--- src/sv/plane_normal_to_dip_direction_unit_macros.svh ---
// assertion macros for the plane normal to dip direction unit
`ifndef PLANE_NORMAL_TO_DIP_DIRECTION_UNIT_MACROS_SVH
`define PLANE_NORMAL_TO_DIP_DIRECTION_UNIT_MACROS_SVH

// same-cycle implication
`define PNDD_ASSERT_NOW(label, pre, post, msg) \
   label: assert property (@(posedge clock) disable iff (reset) (pre) |-> (post)) \
      else $error(msg);

// next-cycle implication
`define PNDD_ASSERT_NEXT(label, pre, post, msg) \
   label: assert property (@(posedge clock) disable iff (reset) (pre) |=> (post)) \
      else $error(msg);

`endif

--- src/sv/pndd_pkg.sv ---
// shared constants, types and cordic helpers for the dip direction unit
package pndd_pkg;

   localparam int COMPONENT_BITS = 16;
   localparam int CORDIC_STAGES  = 16;
   localparam int SCALE_SHIFT    = (COMPONENT_BITS < 30) ? 30 - COMPONENT_BITS : 0;
   localparam int ROOT_W         = COMPONENT_BITS + SCALE_SHIFT;
   localparam int SUMSQ_W        = 2 * COMPONENT_BITS;
   localparam int REM_W          = 2 * ROOT_W;
   localparam int LANE_W         = ROOT_W + 3;
   localparam int ACC_W          = 25;
   localparam int BIT_IDX_W      = $clog2(ROOT_W);
   localparam int STAGE_IDX_W    = $clog2(CORDIC_STAGES);
   localparam int DIP_W          = 15;
   localparam int AZIM_W         = 16;
   localparam int ANGLE_W        = 14;
   localparam int PROD_W         = 30;

   localparam logic signed [ACC_W-1:0] QUARTER_TURN = 25'sd5898240;

   localparam logic [ANGLE_W-1:0] DEG_0   = 14'd0;
   localparam logic [ANGLE_W-1:0] DEG_90  = 14'd9000;
   localparam logic [AZIM_W-1:0]  AZ_90   = 16'd9000;
   localparam logic [AZIM_W-1:0]  AZ_180  = 16'd18000;
   localparam logic [AZIM_W-1:0]  AZ_270  = 16'd27000;
   localparam logic [AZIM_W-1:0]  AZ_360  = 16'd36000;

   typedef struct packed {
      logic found;
      logic x_zero;
      logic y_zero;
      logic z_zero;
      logic x_neg;
      logic y_neg;
      logic z_neg;
   } flags_type;

   typedef struct packed {
      flags_type         flags;
      logic [REM_W-1:0]  rem;
      logic [ROOT_W-1:0] root;
      logic [ROOT_W-1:0] az_sc;
      logic [ROOT_W-1:0] ax_sc;
      logic [ROOT_W-1:0] ay_sc;
   } sqrt_stage_type;

   typedef struct packed {
      logic signed [LANE_W-1:0] px;
      logic signed [LANE_W-1:0] py;
      logic signed [ACC_W-1:0]  acc;
   } lane_type;

   typedef struct packed {
      flags_type flags;
      lane_type  dip;
      lane_type  azim;
   } cordic_stage_type;

   // atan(2^-i) in degrees times 65536
   function automatic logic signed [ACC_W-1:0] atan_entry(input logic [4:0] i);
      logic signed [ACC_W-1:0] r;
      case (i)
         5'd0:    r = 25'sd2949120;
         5'd1:    r = 25'sd1740967;
         5'd2:    r = 25'sd919879;
         5'd3:    r = 25'sd466945;
         5'd4:    r = 25'sd234379;
         5'd5:    r = 25'sd117304;
         5'd6:    r = 25'sd58666;
         5'd7:    r = 25'sd29335;
         5'd8:    r = 25'sd14668;
         5'd9:    r = 25'sd7334;
         5'd10:   r = 25'sd3667;
         5'd11:   r = 25'sd1833;
         5'd12:   r = 25'sd917;
         5'd13:   r = 25'sd458;
         5'd14:   r = 25'sd229;
         5'd15:   r = 25'sd115;
         5'd16:   r = 25'sd57;
         5'd17:   r = 25'sd29;
         5'd18:   r = 25'sd14;
         5'd19:   r = 25'sd7;
         5'd20:   r = 25'sd4;
         5'd21:   r = 25'sd2;
         5'd22:   r = 25'sd1;
         default: r = 25'sd0;
      endcase
      return r;
   endfunction

   function automatic lane_type lane_step(input lane_type l,
                                          input logic [STAGE_IDX_W-1:0] i);
      lane_type                 n;
      logic signed [LANE_W-1:0] dx;
      logic signed [LANE_W-1:0] dy;
      dx = l.py >>> i;
      dy = l.px >>> i;
      if (l.py >= 0) begin
         n.px  = l.px + dx;
         n.py  = l.py - dy;
         n.acc = l.acc + atan_entry(5'(i));
      end else begin
         n.px  = l.px - dx;
         n.py  = l.py + dy;
         n.acc = l.acc - atan_entry(5'(i));
      end
      return n;
   endfunction

   // clamp to a quarter turn and round to hundredths
   function automatic logic [ANGLE_W-1:0] to_hundredths(input logic signed [ACC_W-1:0] acc);
      logic [ACC_W-1:0]  c;
      logic [PROD_W-1:0] p;
      if (acc < 0)
         c = '0;
      else if (acc > QUARTER_TURN)
         c = QUARTER_TURN;
      else
         c = acc;
      p = PROD_W'(c) * PROD_W'(100) + PROD_W'(32768);
      return p[PROD_W-1:16];
   endfunction

endpackage

--- src/sv/pndd_sqrt_cell.sv ---
// one result bit of the pipelined integer square root
module pndd_sqrt_cell (
   input  logic                             clock,
   input  logic                             reset,
   input  logic                             enable,
   input  logic [pndd_pkg::BIT_IDX_W-1:0]   bit_idx,
   input  logic                             in_valid,
   input  pndd_pkg::sqrt_stage_type         in_stage,
   output logic                             out_valid,
   output pndd_pkg::sqrt_stage_type         out_stage
);

   logic                              valid_ff;
   pndd_pkg::sqrt_stage_type          stage_ff;
   pndd_pkg::sqrt_stage_type          stage_in;
   logic [pndd_pkg::REM_W-1:0]        trial;

   always_comb begin
      trial = ((pndd_pkg::REM_W'(in_stage.root) << bit_idx) << 1)
            | ((pndd_pkg::REM_W'(1) << bit_idx) << bit_idx);
      stage_in = in_stage;
      if (in_stage.rem >= trial) begin
         stage_in.rem  = in_stage.rem - trial;
         stage_in.root = in_stage.root | (pndd_pkg::ROOT_W'(1) << bit_idx);
      end
   end

   always_ff @(posedge clock) begin
      if (reset) begin
         valid_ff <= 1'b0;
      end else if (enable) begin
         valid_ff <= in_valid;
      end
      if (enable) begin
         stage_ff <= stage_in;
      end
   end

   assign out_valid = valid_ff;
   assign out_stage = stage_ff;

endmodule

--- config.mk ---
export PLATFORM = sky130hd
export DESIGN_NAME = pndd_sqrt_cell
export DESIGN_NICKNAME = d
export VERILOG_FILES = /design/src/sv/plane_normal_to_dip_direction_unit_macros.svh /design/src/sv/pndd_pkg.sv /design/src/sv/pndd_sqrt_cell.sv
export SDC_FILE = /design/constraint.sdc
export NUM_CORES = 1
export LEC_CHECK = 0
export ABC_CLOCK_PERIOD_IN_PS = 6100
export BUFFER_PORTS_ARGS = -buffer_cell sky130_fd_sc_hd__buf_2
export CORE_AREA = 3 3 158 160
export DETAILED_ROUTE_END_ITERATION = 10
export DIE_AREA = 0 0 161 163
export GPL_ROUTABILITY_DRIVEN = 0
export HOLD_SLACK_MARGIN = 0.08
export PLACE_DENSITY_LB_ADDON = 0.25
export SETUP_SLACK_MARGIN = 0.3
export SYNTH_ARGS = -nofsm -noshare
export SYNTH_HDL_FRONTEND = slang
export SYNTH_SLANG_ARGS = --single-unit
--- constraint.sdc ---
create_clock -name clock -period 6.1 [get_ports clock]
set_input_delay 0.305 -clock clock [delete_from_list [all_inputs] [get_ports clock]]
set_output_delay 0.305 -clock clock [all_outputs]
set_load 0.05 [all_outputs]
* Word level (Yosys, flattened, before mapping)
Index checks and enable logic that the tools add are counted.
** Word-level totals
- Memory bits (read-only) :: 0
- Bits in writable memories :: 0
- Register bits after elaboration :: 188
- Word-level logic and storage cells :: 22
- Latch bits :: 0
- Output and inout port bits :: 188
- Bits of input ports :: 196
- Memories kept :: 0
** Operators by class
- Reduce and logical (&&, ||, !) cells :: 0
- Shift-type cells :: 4
- Div/mod/pow operators :: 0
- Multiplexer cells :: 1
- Order comparisons :: 1
- Eq/ne operators :: 0
- $mul :: 0
- Bitwise gates (word level) :: 2
- $add $sub $neg :: 1
** Operators with widths (count)
- $mux W90 :: 1
- $ge A60 B60 Y1 :: 1
- $or A60 B60 Y60 :: 1
- $shl A1 B5 Y60 const A :: 1
- $shl A60 B5 Y60 :: 1
- $sub A60 B60 Y60 :: 1
- $shl A30 B5 Y59 :: 1
- $or A30 B30 Y30 :: 1
- $shl A1 B5 Y30 const A :: 1

* Longest topological paths before layout
- Word-level depth :: 5
- Mapped depth :: 24
- Mapped depth without buffers :: 19

* Worst setup path after synthesis
OpenSTA, ideal clock, no wires.
- Kind :: input -> register
- Start point :: input port bit_idx[0] (netlist name)
- End point :: register stage_ff (netlist bit out_stage[127]) (data pin)
- Path slack :: 1446 ps
- Path buffers :: 4
- Setup time :: 260 ps
- Required time :: 5840 ps
- Stages on the path :: 19
- Data arrival time :: 4394 ps
- Cells stage by stage :: buf_1 clkbuf_1 mux2i_1 mux2i_1 mux2_2 mux2i_1 inv_1 a21oi_1 ha_1 nand4_1 or3_1 or3_1 a31o_1 a21oi_2 o211a_4 o21a_1 buf_4 buf_6 mux2_2
** RTL lines
- from (decl) :: RTL line pndd_sqrt_cell.sv:6 : input logic [pndd_pkg::BIT_IDX_W-1:0] bit_idx,
- to (signal assigned) :: RTL line pndd_sqrt_cell.sv:35 : stage_ff <= stage_in;
- to (decl) :: RTL line pndd_sqrt_cell.sv:14 : pndd_pkg::sqrt_stage_type stage_ff;

==> flow_metrics.tcl <==
set metrics [dict create \
    use_met3 0.0651 \
    die_x_um 161 \
    antennaDiodeCount 0 \
    worstHoldPathType "in -> reg" \
    drc 0 \
    syn_area_sq_um 12200 \
    drv_slew 0 \
    cp-start-kind "input pin" \
    power.share.sequential 0.351 \
    power.leakage_nw 6.90 \
    place_hpwl_mm 32.0 \
    syn_area_per_cell_sq_um 9.92 \
    core_area_sq_um 23500 \
    cts_setup_buffers 0 \
    finClkSkew_ns 0 \
    fin_hold_ws_ns 0.103 \
    p_switching_w 0.00192 \
    power_density_nw_per_um2 292 \
    cts_made_buffers 17 \
    dieArea_sq_um 26200 \
    max_slew_margin 0.326 \
    ir_drop_uv 190 \
    arrival_ns 5.42 \
    drv_cap 0 \
    synth_fp_nets 1489 \
    cts_root_buf "clkbuf_16" \
    final_cell_mix "382 x buf_2, 187 x edfxtp_1, 158 x a21oi_1, 137 x nand2_1, 120 x nor2_1" \
    switching_share 0.408 \
    clockBufferDepth 2 \
    min_period_ns 5.22 \
    tightest_slew_ns 1.01 \
    grt-busiest-layer "met2" \
    cts_tree "built" \
    route.vias.total 12000 \
    fmax_mhz 192 \
    die_h_um 163 \
    clkTransAtPathRegs_ns 0.09 \
    clkSinkCount 188 \
    end_kind "flip-flop" \
    synthArstFlopShare 0 \
    placementRows 56 \
    rsz0062_at_grt "false" \
    post_cts_resized 0 \
    setup_viol 0 \
    yosysSeqAreaShare 0.461 \
    ys_ff_latch 188 \
    path_cells "buf_2 -> mux2_2 -> o21ai_0 -> o21ai_0 -> a221oi_1 -> mux2i_1 -> o21ai_0 -> ha_1 -> nand4_1 -> or3_1 -> or3_1 -> a31o_1 -> a21oi_2 -> o211a_4 -> o21a_2 -> buf_12 -> mux2_2" \
    n_fill_cell 1828 \
    synth_cell_types 75 \
    grt_max_degree 84 \
    drt-initial-drc-count 1278 \
    initial_utilization 0.519 \
    nets 1954 \
    p_int_w 0.00278 \
    syn_to_final_growth_pct 31.9 \
    rrSetupSlack_ns 5.47 \
    cp.required_ns 6.30 \
    grtUsageMet2 0.533 \
    routedWlPerCell_um 21.4 \
    cp_slowest_stage_delay_ns 0.52 \
    track_usage 0.320 \
    critPathMaxFanout 29 \
    final_common_cell "buf_2" \
    met1_usage 0.392 \
    cp_slowest_cell "buf_2" \
    detail-route-antenna-nets 0 \
    wl_mm 43.3 \
    overflow 0 \
    crit_type "in -> reg" \
    syn_inst 1232 \
    hold_viol 0 \
    post-route-period-util 0.856 \
    setup_tns_ns 0 \
    ios 384 \
    outcome "finished clean" \
    grt_pass1_wl_mm 65.6 \
    clockPowerShare 0.258 \
    synth-edff-count 187 \
    antenna_found_initial 2 \
    clk_latency_ns 0.45 \
    pwr-share-comb 0.390 \
    timing.critical_path.mode_cell "o21ai_0" \
    drive_gt1_frac 0.290 \
    htree_levels 4 \
    yosysWarnings 0 \
    grt_pass1_vias 11700 \
    synth-main-ff-cell "edfxtp_1" \
    io_buffer_count 383 \
    routed_via_density 5.91 \
    dr.pass1.iters 6 \
]
[cell usage after synthesis, drive strengths merged, types with 6 or more instances]
master	n	area, sq um
a21o	44	330
nand3	16	80.1
or3	8	50.1
o21bai	31	233
mux4	9	203
nand2	137	514
xor2	24	210
nor3	14	80.1
inv	26	97.6
nor2b	10	62.6
or2	6	37.5
ha	60	751
o21ai	80	400
buf	24	135
nor2	122	463
mux2	21	236
mux2i	41	410
nand2b	11	68.8
a21oi	159	800
a211oi	15	113
clkbuf	40	150
and2	10	62.6
edfxtp	187	5620
and3	7	43.8
xnor2	27	236
o21a	6	45.0
nand4	18	113
[per-stage QoR]
step | utilization | power, W | cells | setup WS [ns] | area [sq um]
2_1_floorplan | - | 0.00295 | 1232 | 1.45 | 12200
3_3_place_gp | 0.616 | 0.00341 | 1901 | 0.709 | 14500
3_5_place_dp | 0.616 | 0.00342 | 1901 | 0.599 | 14500
4_1_cts | 0.685 | 0.00469 | 2029 | 1.00 | 16100
5_1_grt | 0.685 | 0.00490 | 2029 | 0.662 | 16100
6_report | 0.685 | 0.00470 | 2029 | 0.879 | 16100
[power groups by stage]
stage,clock network (W),logic [W],registers (W)
after floorplan,0,0.000743,0.00221
after global placement,0,0.00173,0.00167
after detailed placement,0,0.00175,0.00168
after CTS,0.00124,0.00181,0.00165
after global routing,0.00128,0.00195,0.00167
final,0.00121,0.00184,0.00165
[final cells by class]
class / instances / area (sq um) / share of cell area
clock inverters: 15 / 230 / 0.0143
repair buffers: 510 / 3130 / 0.194
well taps: 319 / 399 / 0.0247
flip-flops and latches: 188 / 5640 / 0.349
multi-input cells: 953 / 6210 / 0.385
clock buffers: 17 / 425 / 0.0264
inverters: 27 / 101 / 0.00628
[state kept, by name, indices dropped and copies added (netlist names)]
register   count
out_valid      1
out_stage    187
[critical path, delay by kind of cell]
kind | cells | cell delay [ns]
buf+inv | 2 | 0.73
simple gates | 3 | 0.96
mux | 3 | 0.92
compound gates | 8 | 2.18
fa+ha+maj | 1 | 0.30
[logic make-up after synthesis]
kind of cell | count (synthesis) | synth area share
compound gates | 392 | 0.197
xor+xnor | 51 | 0.0365
simple gates | 378 | 0.141
mux | 71 | 0.0695
buf+inv | 91 | 0.0316
flops | 188 | 0.461
fa+ha+maj | 61 | 0.0631
[worst paths after layout]
check,from,end,depth (start not counted)
max reg2reg,out_valid,out_valid,2
min reg2reg,out_valid,out_valid,2
min,in_stage[23],out_stage[23],1
max,bit_idx[0],out_stage[127],17
[metal layers]
metal / share of wire / wire (um)
met4: 0.059 / 2570
met2: 0.48 / 20700
met3: 0.086 / 3750
met1: 0.38 / 16300
met5: 0.00037 / 16
[timing repair]
| action | CTS | global route |
|---|---|---|
| endpoints found under the hold margin | 96 | 0 |
| hold buffers | 96 | 0 |
| setup endpoints to repair | 0 | 0 |
(Power assumes the default switching activity.)
